===== src/rtl/core/tcds_pkg.sv =====
package tcds_pkg;

  localparam int MaxChunksDef = 64;
  localparam int CoordW       = 32;
  localparam int SizeW        = 16;
  localparam int StatusW      = 2;
  localparam int CountOutW    = 7;
  localparam int CfgIdxW      = 1;

  localparam logic OP_TILE   = 1'b0;
  localparam logic OP_FINISH = 1'b1;

  localparam logic KIND_CHUNK   = 1'b0;
  localparam logic KIND_SUMMARY = 1'b1;

  localparam logic [StatusW-1:0] ST_OK       = 2'd0;
  localparam logic [StatusW-1:0] ST_BAD_SIZE = 2'd1;
  localparam logic [StatusW-1:0] ST_OVERFLOW = 2'd2;

  localparam logic [CfgIdxW-1:0] REG_CHUNK_WIDTH  = 1'b0;
  localparam logic [CfgIdxW-1:0] REG_CHUNK_HEIGHT = 1'b1;

  typedef enum logic [2:0] {
    S_IDLE,
    S_DIV,
    S_SCAN,
    S_CMP,
    S_MISS,
    S_OUT,
    S_SUM
  } state_t;

  typedef struct packed {
    logic start_div;
    logic scan_clr;
    logic scan_rd;
    logic ins;
    logic set_ovf;
    logic load_chunk;
    logic load_sum;
  } cmd_t;

  typedef struct packed {
    logic size_bad;
    logic div_busy;
    logic scan_end;
    logic hit;
    logic full;
  } sts_t;

endpackage


===== src/rtl/core/tcds_ctrl.sv =====
module tcds_ctrl (
  input  logic           clk,
  input  logic           rst_n,
  input  logic           in_valid,
  input  logic           in_op,
  output logic           in_stall,
  output logic           out_valid,
  input  logic           out_stall,
  input  tcds_pkg::sts_t sts,
  output tcds_pkg::cmd_t cmd
);

  tcds_pkg::state_t state_r, state_nxt;
  logic out_valid_r, out_valid_nxt;
  logic out_free, acc;

  always_ff @(posedge clk) begin
    if (!rst_n) begin
      state_r     <= tcds_pkg::S_IDLE;
      out_valid_r <= 1'b0;
    end else begin
      state_r     <= state_nxt;
      out_valid_r <= out_valid_nxt;
    end
  end

  assign in_stall  = (state_r != tcds_pkg::S_IDLE);
  assign out_valid = out_valid_r;
  assign out_free  = !out_valid_r || !out_stall;
  assign acc       = in_valid && !in_stall;

  always_comb begin
    state_nxt = state_r;
    cmd       = '0;
    unique case (state_r)
      tcds_pkg::S_IDLE: begin
        if (acc) begin
          if (in_op == tcds_pkg::OP_FINISH) begin
            state_nxt = tcds_pkg::S_SUM;
          end else if (!sts.size_bad) begin
            cmd.start_div = 1'b1;
            state_nxt     = tcds_pkg::S_DIV;
          end
        end
      end
      tcds_pkg::S_DIV: begin
        cmd.scan_clr = 1'b1;
        if (!sts.div_busy) state_nxt = tcds_pkg::S_SCAN;
      end
      tcds_pkg::S_SCAN: begin
        if (sts.scan_end) begin
          state_nxt = tcds_pkg::S_MISS;
        end else begin
          cmd.scan_rd = 1'b1;
          state_nxt   = tcds_pkg::S_CMP;
        end
      end
      tcds_pkg::S_CMP: begin
        state_nxt = sts.hit ? tcds_pkg::S_IDLE : tcds_pkg::S_SCAN;
      end
      tcds_pkg::S_MISS: begin
        if (sts.full) begin
          cmd.set_ovf = 1'b1;
          state_nxt   = tcds_pkg::S_IDLE;
        end else begin
          cmd.ins   = 1'b1;
          state_nxt = tcds_pkg::S_OUT;
        end
      end
      tcds_pkg::S_OUT: begin
        if (out_free) begin
          cmd.load_chunk = 1'b1;
          state_nxt      = tcds_pkg::S_IDLE;
        end
      end
      tcds_pkg::S_SUM: begin
        if (out_free) begin
          cmd.load_sum = 1'b1;
          state_nxt    = tcds_pkg::S_IDLE;
        end
      end
      default: state_nxt = tcds_pkg::S_IDLE;
    endcase
  end

  always_comb begin
    out_valid_nxt = out_valid_r;
    if (out_valid_r && !out_stall) out_valid_nxt = 1'b0;
    if (cmd.load_chunk || cmd.load_sum) out_valid_nxt = 1'b1;
  end

endmodule


===== config.mk =====
export PLATFORM = sky130hd
export DESIGN_NAME = tcds_ctrl
export DESIGN_NICKNAME = d
export VERILOG_FILES = /design/src/rtl/core/tcds_pkg.sv /design/src/rtl/core/tcds_ctrl.sv
export SDC_FILE = /design/constraint.sdc
export NUM_CORES = 1
export LEC_CHECK = 0
export CAP_MARGIN = 40
export CORE_AREA = 2 2 39 41
export DETAILED_ROUTE_END_ITERATION = 10
export DIE_AREA = 0 0 41 43
export DONT_BUFFER_PORTS = 1
export RECOVER_POWER = 50
export SLEW_MARGIN = 20
export SYNTH_ARGS = -nofsm -noshare
export SYNTH_HDL_FRONTEND = slang
export SYNTH_SLANG_ARGS = --single-unit

===== constraint.sdc =====
create_clock -name clk -period 3.7 [get_ports clk]
set_clock_uncertainty 0.2 [all_clocks]
set_input_delay 0.74 -clock clk [delete_from_list [all_inputs] [get_ports clk]]
set_output_delay 0.74 -clock clk [all_outputs]
set_load 0.05 [all_outputs]

=== Word level (Yosys, flattened, before mapping) ===
Index checks and enable logic that the tools add are counted.

* Logic and storage cells: 48
* Register bits: 4
* Bits of input ports: 10
* Output and inout bits: 9

* Equal/unequal tests: 10
* Multiplexer cells: 24
* Reduce and logical (&&, ||, !) cells: 12

{| class="wikitable"
|+ Operators by type and width
! operator !! count
|-
| 3-bit two-way mux || 7
|-
| 3-bit one-hot mux with 6 select lines || 1
|-
| 1-bit two-way mux || 14
|-
| 3-bit == test (second input constant) || 3
|-
| 3-bit by 2-bit == test with 1-bit output (second input constant) || 2
|-
| 2-bit two-way mux || 2
|-
| 2-bit != test (second input constant) || 2
|-
| 4-bit AND reduction || 1
|-
| 3-bit by 1-bit == test with 1-bit output (second input constant) || 1
|-
| 1-bit logical NOT || 3
|-
| 3-bit logical NOT || 1
|-
| 3-bit != test (second input constant) || 1
|-
| 3-bit nonzero test || 1
|-
| 1-bit logical AND || 2
|-
| 1-bit logical OR || 2
|-
| 2-bit by 1-bit != test with 1-bit output (second input constant) || 1
|-
| 2-bit nonzero test || 1
|-
| 2-bit OR reduction || 1
|}

=== Depth between registers and ports, before layout ===
Gate-level depths: netlist of the first run.

* Word-level depth: 6
* Mapped depth: 5
* Depth with buffers taken out: 4

=== Worst setup path before layout of the first run ===
Ideal clock, no wire load.

* Path kind: input -> output
* Start: input sts[0] (netlist bit)
* End: output cmd[3] (netlist bit)
* Stages on the path: 2
* Buffers on the path: 0
* Data arrival time: 1.936 ns
* Slack: 0.824 ns
* Path through: nand2b_1 nor3_1

{| class="wikitable"
|+ RTL lines
! what !! RTL line !! source
|-
| start, declared || tcds_ctrl.sv:9 || <nowiki>input tcds_pkg::sts_t sts,</nowiki>
|-
| end, declared || tcds_ctrl.sv:10 || <nowiki>output tcds_pkg::cmd_t cmd</nowiki>
|}

==> results of run 1 <==
[cell families (layout without fill, tap and decap cells)]
family          after synthesis  after routing  synth area share, %
simple gates                 25             25                 40.6
compound gates               13             13                 21.2
buf+inv                       7             10                 9.06
xor+xnor                      1              1                 4.06
mux                           2              2                 5.00
flops                         4              4                 20.0
[stage by stage]
stage / std cells / setup WS [ns] / total power [mW] / hold WS, ns
floorplan: 52 / 0.824 / 0.223 / 0.385
global placement: 68 / 1.14 / 0.232 / 0.445
detailed placement: 68 / 1.12 / 0.232 / 0.448
CTS: 71 / 0.857 / 0.291 / 0.414
global route: 71 / 0.641 / 0.290 / 0.412
finish: 71 / 0.715 / 0.271 / 0.420
[Yosys cell counts]
library cell / instances / share of area (%)
nor3_1: 3 / 3.7
nand2b_1: 4 / 6.2
nor2_1: 4 / 3.7
mux2i_1: 2 / 5.0
inv_1: 4 / 3.7
o2111ai_1: 1 / 2.2
xor2_2: 1 / 4.1
nand2_1: 7 / 6.6
o21ai_1: 2 / 2.5
nand3_1: 1 / 1.2
nand4_4: 1 / 5.3
o211ai_1: 2 / 3.7
a21oi_2: 1 / 2.2
dfxtp_1: 4 / 20
a21oi_1: 3 / 3.7
buf_2: 2 / 2.5
o21ai_0: 3 / 3.7
nor4b_4: 1 / 5.9
nor2b_1: 1 / 1.6
or3_4: 1 / 2.8
a211oi_2: 1 / 3.1
buf_6: 1 / 2.8
nand2_2: 1 / 1.6
or2b_1: 1 / 1.9
[power by group through the flow]
stage	combinational (mW)	sequential (mW)	clock [mW]
2_1_floorplan	0.159	0.0632	0
3_3_place_gp	0.148	0.0848	0
3_5_place_dp	0.147	0.0852	0
4_1_cts	0.148	0.0847	0.0582
5_1_grt	0.146	0.0836	0.0601
6_report	0.136	0.0802	0.0554
[sequential cells by signal, summed over array words and instances, names as in the netlist]
signal / flops
out_valid: 1
state_r: 3
[worst paths after layout]
check	to	slack (ns)	cells after the start
worst min register to register	state_r[0]	0.42	2
worst min-delay path	state_r[2]	0.42	2
worst max-delay path	cmd[6]	0.71	2
worst max register to register	state_r[1]	1.98	4
[layer usage]
| layer | GRT usage (%) | part of all wire [%] | routed length, um |
|---|---|---|---|
| met2 | 13.8 | 46 | 387 |
| met4 | 12.0 | 2.2 | 19 |
| met3 | 4.19 | 8.5 | 72 |
| met5 | 0 | 0 | 0 |
| met1 | 14.9 | 43 | 367 |
[worst register-to-register path: stages, from the launching register on]
cell	delay, ns
dfxtp_1	0.58
xor2_1	0.24
nand4_1	0.25
a21oi_1	0.26
a211oi_2	0.06
[layout make-up]
cell class | instances | area, um^2
fillers | 160 | 971
multi-input cells | 41 | 253
flip-flops and latches | 4 | 80.1
clock buffers | 3 | 22.5
repair buffers | 3 | 22.5
well taps | 16 | 20.0
inverters | 4 | 15.0
==> impl_metrics.yaml, run 1 <==
job:
  drv_cap: 0
placement:
  dpl.hpwl_um: 652
  place_area_um2: 422
  routabilityCongestion: 0.680
  port-buffer-count: 0
synthesis:
  synth.distinct_cells: 24
  yosysSeqAreaShare_pct: 20.0
  syn-cell-area_um2: 400
  synth_nets: 62
  synth_warnings: 0
  synth.avg_cell_area_um2: 7.70
  synthCells: 52
  ys_ff_latch: 4
sta:
  slew_violations: 0
  relSlewSlack_pct: 40.9
  finalSetupViolCount: 0
  max_slew.worst_pin.slew_ns: 0.884
  report.final.hold_viol_count: 0
  tns_ns: 0
  fmax_mhz: 335
  rsz0062_at_grt: "no"
  finalCriticalPeriod_ns: 2.99
  fin_crit_sh_pct: 80.7
power:
  p_seq_share_pct: 29.6
  peakVddDrop_mv: 0.189
  power_density_mw_per_mm2: 657
  clkPwrFrac_pct: 20.4
  leakage_nw: 0.158
  switching_power_uw: 142
  p_comb_share_pct: 50.0
  p_sw_share_pct: 52.2
  cell_internal_pwr_uw: 130
setup_path:
  worstSetupPathType: "reg -> out"
  crit_family: "simple AND/OR/NAND/NOR gates"
  crit_required_ns: 2.76
  critical-path-slowest-cell: "nor4b_4"
  cp.buffers_inverters: 0
  startpoint_type: "register"
  path_cells: "or3_1, nor4b_4"
  end_kind: "primary output"
  reg2reg_from: "state_r[1]"
  cp_max_fo: 14
  cp.arrival_ns: 2.05
  max_stage_delay_ns: 0.71
  startpoint: "state_r[1]"
drt:
  drt_iter0_markers: 7
  antenna_left: 0
  wl_per_cell_um: 11.9
  drc: 0
  vias_per_cell: 5.08
  finalWirelength_um: 847
  vias: 361
  first_pass_iters: 4
finish:
  final_nets: 67
  final_common_cell: "nand2_1"
  antenna_cells: 0
  drive_above_1_share_pct: 16.4
  area_delta_synth_final_pct: 3.13
  fin_area_um2: 413
  final_core_util_pct: 29.8
clock_network:
  clockBufferDepth: 2
  postCtsHoldBufs: 0
  post_cts_buffers: 0
  htreeDepth: 1
  post_cts_resized: 0
  cts_tree: "built"
  cts_root_buf: "clkbuf_4"
  cts_made_buffers: 3
  clk_latency_ns: 0.24
  clk_pin_slew_worst_paths_ns: 0.04
  numClockSinks: 4
min_path:
  min-delay-start: "rst_n"
  hold_class: "in -> reg"
grt:
  grt_max_degree: 15
  grt.total_usage_pct: 11.7
  grt_pass1_wl_mm: 1.32
  grt_pass1_vias: 333
  antenna_found_initial: 0
  overflow: 0
floorplanning:
  row_count: 14
  coreArea_mm2: 0.00138
  die_area_mm2: 0.00176
  ioPinCount: 19
  start_util_pct: 28.9
  die_y_um: 43
  dieWidth_um: 41
status:
  status: "complete, no violations"
No activity file was read; power rests on OpenSTA's default activity.
==> run 2, diff against run 1 <==
==> constraint.sdc (replaced) <==
create_clock -name clk -period 2.55 [get_ports clk]
set_clock_uncertainty 0.2 [all_clocks]
set_input_delay 0.51 -clock clk [delete_from_list [all_inputs] [get_ports clk]]
set_output_delay 0.51 -clock clk [all_outputs]
set_load 0.05 [all_outputs]
==> run 2 against run 1 <==
  * Hold slack worse by 0.23 ns
  * Core utilization grew 6.0 points
  * Non-clock buffer count grew 8
  * Cell count is 11% higher
  * Combinational power increased by 110%
  * Die area unchanged
  * Highest routed layer unchanged
  * Total power grew 62%
  * Sequential share of layout area down 3.2 points
  * Global-route usage rose by 0.68 points
  * Count of clock-buffer cells in the layout did not move
==> impl_metrics.yaml, run 2 (synthesis gave the netlist of run 1 again) <==
drt:
  first_pass_iters: 4
  drc: 0
  drt_iter0_markers: 6
  wl_per_cell_um: 11.1
  vias_per_cell: 4.86
  vias: 384
  antenna_left: 0
  finalWirelength_um: 873
clock_network:
  cts_made_buffers: 3
  postCtsHoldBufs: 0
  htreeDepth: 1
  clk_pin_slew_worst_paths_ns: 0.04
  post_cts_buffers: 0
  numClockSinks: 4
  cts_root_buf: "clkbuf_4"
  cts_tree: "built"
  clk_latency_ns: 0.24
  clockBufferDepth: 2
  post_cts_resized: 0
setup_path:
  cp.buffers_inverters: 1
  reg2reg_from: "state_r[0]"
  path_cells: "or3_4, nor4b_4, buf_4"
  cp.arrival_ns: 1.48
  r2r_setup_slack_ns: 0.79
  rr_endpoint: "state_r[1]"
  worst-r2r-cell-count: 5
  max_stage_delay_ns: 0.49
  end_kind: "primary output"
  startpoint_type: "register"
  crit_required_ns: 1.84
  cp_max_fo: 2
  worstSetupPathType: "reg -> out"
  critical-path-slowest-cell: "or3_4"
  crit_family: "simple AND/OR/NAND/NOR gates"
sta:
  fin_crit_sh_pct: 85.8
  hold_ws_ns: 0.187
  tns_ns: 0
  relSlewSlack_pct: 64.7
  finalSetupViolCount: 0
  rsz0062_at_grt: "no"
  max_slew.worst_pin.slew_ns: 0.529
  worst_slack_ns: 0.363
  finalCriticalPeriod_ns: 2.19
  report.final.hold_viol_count: 0
  slew_violations: 0
  fmax_mhz: 457
finish:
  antenna_cells: 0
  largest_reg_flops: 3
  final_nets: 75
  area_delta_synth_final_pct: 23.7
  seq_area_um2: 80.1
  largest-register: "state_r"
  fin_area_um2: 495
  final_common_cell: "buf_4"
  num-fill-cells: 154
  drive_above_1_share_pct: 30.2
  final_cells: 79
  multiInputGateArea_um2: 279
  final_cell_mix: "buf_4 (10), nand2_1 (7)"
floorplanning:
  coreArea_mm2: 0.00138
  row_count: 14
  die_y_um: 43
  die_area_mm2: 0.00176
  ioPinCount: 19
  dieWidth_um: 41
  start_util_pct: 28.9
power:
  leakage_nw: 0.203
  power_density_mw_per_mm2: 886
  peakVddDrop_mv: 0.317
job:
  drv_cap: 0
placement:
  dpl.hpwl_um: 685
  place_area_um2: 482
  dp_slack_ns: 0.603
  dp_cells: 76
  routabilityCongestion: 0.728
  port-buffer-count: 0
grt:
  overflow: 0
  grt.total_usage_pct: 12.4
  grt_pass1_vias: 362
  grt_max_degree: 14
  grt_pass1_wl_mm: 1.41
  antenna_found_initial: 0
status:
  status: "complete, no violations"
min_path:
  min-delay-start: "rst_n"
  hold_depth: 2
  min_to: "state_r[2]"
  hold_class: "in -> reg"
-- run 2: area by class of cell --
cell class / count / share of cell area [%]
clock buffer: 3 / 4.55
inverter: 4 / 3.03
multi-input combinational: 41 / 56.3
sequential: 4 / 16.2
tap: 16 / 4.04
timing repair buffer: 11 / 15.9
-- run 2: per-layer routing --
| layer | share of wire, % | wire length (um) | vias up | track usage (%) |
|---|---|---|---|---|
| li1 | - | - | 201 | - |
| met1 | 47 | 414 | 170 | 15.2 |
| met5 | 0 | 0 | - | 0 |
| met3 | 6.4 | 56 | 2 | 5.24 |
| met4 | 1.8 | 16 | 0 | 8.00 |
| met2 | 44 | 386 | 11 | 16.9 |
-- run 2: per-stage QoR --
step | power, mW | util [%]
2_1_floorplan | 0.323 | -
3_3_place_gp | 0.369 | 34.8
3_5_place_dp | 0.370 | 34.8
4_1_cts | 0.451 | 36.4
5_1_grt | 0.473 | 35.8
6_report | 0.439 | 35.8
-- run 2: worst max-delay path by stage --
| stage | start | depth (start not counted) | endpoint | slack (ns) |
|---|---|---|---|---|
| after CTS | state_r[0] | 3 | cmd[6] | 0.35 |
| after floorplan | state_r[1] | 3 | cmd[4] | 0.09 |
| after global routing | state_r[0] | 4 | cmd[1] | 0.26 |
| after global placement | state_r[0] | 3 | cmd[6] | 0.62 |
| after detailed placement | state_r[0] | 3 | cmd[6] | 0.60 |
| final | state_r[0] | 3 | cmd[6] | 0.36 |
-- run 2: power by group --
part	leakage (nW)	internal, mW	switching [mW]
logic	0.157	0.0916	0.188
registers	0.0327	0.0755	0.00566
clock network	0.0138	0.0526	0.0255
==> run 3, diff against run 2 <==
--- a/config.mk
+++ b/config.mk
@@ -10,7 +10,9 @@
 export DETAILED_ROUTE_END_ITERATION = 10
 export DIE_AREA = 0 0 41 43
 export DONT_BUFFER_PORTS = 1
+export GPL_ROUTABILITY_DRIVEN = 0
 export RECOVER_POWER = 50
+export REMOVE_ABC_BUFFERS = 1
 export SLEW_MARGIN = 20
 export SYNTH_ARGS = -nofsm -noshare
 export SYNTH_HDL_FRONTEND = slang
==> constraint.sdc (replaced) <==
create_clock -name clk -period 2.3 [get_ports clk]
set_clock_uncertainty 0.2 [all_clocks]
set_input_delay 0.46 -clock clk [delete_from_list [all_inputs] [get_ports clk]]
set_output_delay 0.46 -clock clk [all_outputs]
set_load 0.05 [all_outputs]
==> run 3 against run 2 <==
  * Routed wire length fell by 0.11%
  * Non-clock buffer count grew 1
  * Via count up 2.9%
  * Critical endpoint unchanged
==> impl_metrics.yaml, run 3 (synthesis gave the netlist of run 1 again) <==
drt:
  vias_per_cell: 4.94
  drt_iter0_markers: 6
  vias: 395
  first_pass_iters: 4
  antenna_left: 0
  finalWirelength_um: 872
  wl_per_cell_um: 10.9
  drc: 0
sta:
  finalCriticalPeriod_ns: 2.05
  relSlewSlack_pct: 58.4
  fmax_mhz: 487
  tns_ns: 0
  worst_slack_ns: 0.245
  fin_crit_sh_pct: 89.3
  slew_violations: 0
  rsz0062_at_grt: "no"
  finalSetupViolCount: 0
  max_slew.worst_pin.slew_ns: 0.623
  report.final.hold_viol_count: 0
placement:
  dp_cells: 77
  place_area_um2: 502
  port-buffer-count: 0
  dp_slack_ns: 0.489
  dpl.hpwl_um: 711
finish:
  final_core_util_pct: 36.0
  antenna_cells: 0
  final_common_cell: "buf_4"
  drive_above_1_share_pct: 28.1
  largest_reg_flops: 3
  final_nets: 76
  final_cells: 80
  area_delta_synth_final_pct: 24.4
  final_cell_mix: "buf_4 (9), nand2_1 (7)"
  largest-register: "state_r"
  fin_area_um2: 498
clock_network:
  cts_made_buffers: 3
  cts_root_buf: "clkbuf_4"
  numClockSinks: 4
  post_cts_buffers: 0
  htreeDepth: 1
  clk_latency_ns: 0.25
  clk_pin_slew_worst_paths_ns: 0.04
  clockBufferDepth: 2
  postCtsHoldBufs: 0
  cts_tree: "built"
  post_cts_resized: 0
grt:
  grt_pass1_wl_mm: 1.41
  grt.total_usage_pct: 12.2
  grt_pass1_vias: 347
  overflow: 0
  grt_max_degree: 14
  antenna_found_initial: 0
status:
  status: "complete, no violations"
min_path:
  hold_class: "in -> reg"
floorplanning:
  dieWidth_um: 41
  coreArea_mm2: 0.00138
  ioPinCount: 19
  die_y_um: 43
  start_util_pct: 28.9
  die_area_mm2: 0.00176
  row_count: 14
setup_path:
  crit_required_ns: 1.64
  startpoint_type: "register"
  path_cells: "or3_4, nor4b_4, buf_12"
  worstSetupPathType: "reg -> out"
  critical-path-slowest-cell: "or3_4"
  cp.arrival_ns: 1.39
  end_kind: "primary output"
  max_stage_delay_ns: 0.40
  cp_max_fo: 2
power:
  power_density_mw_per_mm2: 994
  leakage_nw: 0.200
  peakVddDrop_mv: 0.542
job:
  drv_cap: 0
==> run 3: changes by cell type in the layout (fill, tap and decap cells not counted), sizes merged <==
cell	delta
clkbuf	+1
==> run 3: report_power, final <==
group	total, mW	internal, mW	switching [mW]	leakage (nW)
Clock	0.0914	0.0586	0.0328	0.0138
Combinational	0.313	0.111	0.202	0.154
Sequential	0.0901	0.0837	0.00638	0.0327
Total	0.495	0.253	0.242	0.200
==> run 3: path summary, 6_finish.rpt <==
check | from | endpoint | slack (ns) | cells after the start
worst max register to register | out_valid | state_r[1] | 0.49 | 4
worst max-delay path | state_r[0] | cmd[6] | 0.25 | 3
worst min register to register | out_valid | out_valid | 0.27 | 2
worst min-delay path | rst_n | state_r[2] | 0.15 | 2
==> run 3: layout make-up <==
cell class	instances	area (um^2)
inverter	4	15.0
timing repair buffer	12	95.1
fill	150	886
tap	16	20.0
clock buffer	3	22.5
sequential	4	80.1
multi-input combinational	41	265
==> run 3: per-layer routing <==
| layer | GRT usage [%] | wire (um) |
|---|---|---|
| met3 | 5.24 | 112 |
| met4 | 8.00 | 22 |
| met2 | 15.3 | 355 |
| met5 | 0 | 0 |
| met1 | 16.3 | 382 |
==> run 3: per-stage QoR <==
| step | total power [mW] | hold WS, ns |
|---|---|---|
| finish | 0.495 | 0.148 |
| global placement | 0.425 | 0.276 |
| floorplan | 0.340 | 0.376 |
| detailed placement | 0.427 | 0.272 |
| global route | 0.533 | 0.149 |
| CTS | 0.522 | 0.141 |
==> run 3: worst max-delay path, delay by kind of cell, from the launching register on <==
kind,cells,cell delay (ns)
flops,1,0.30
simple gates,2,0.67
buf+inv,1,0.18
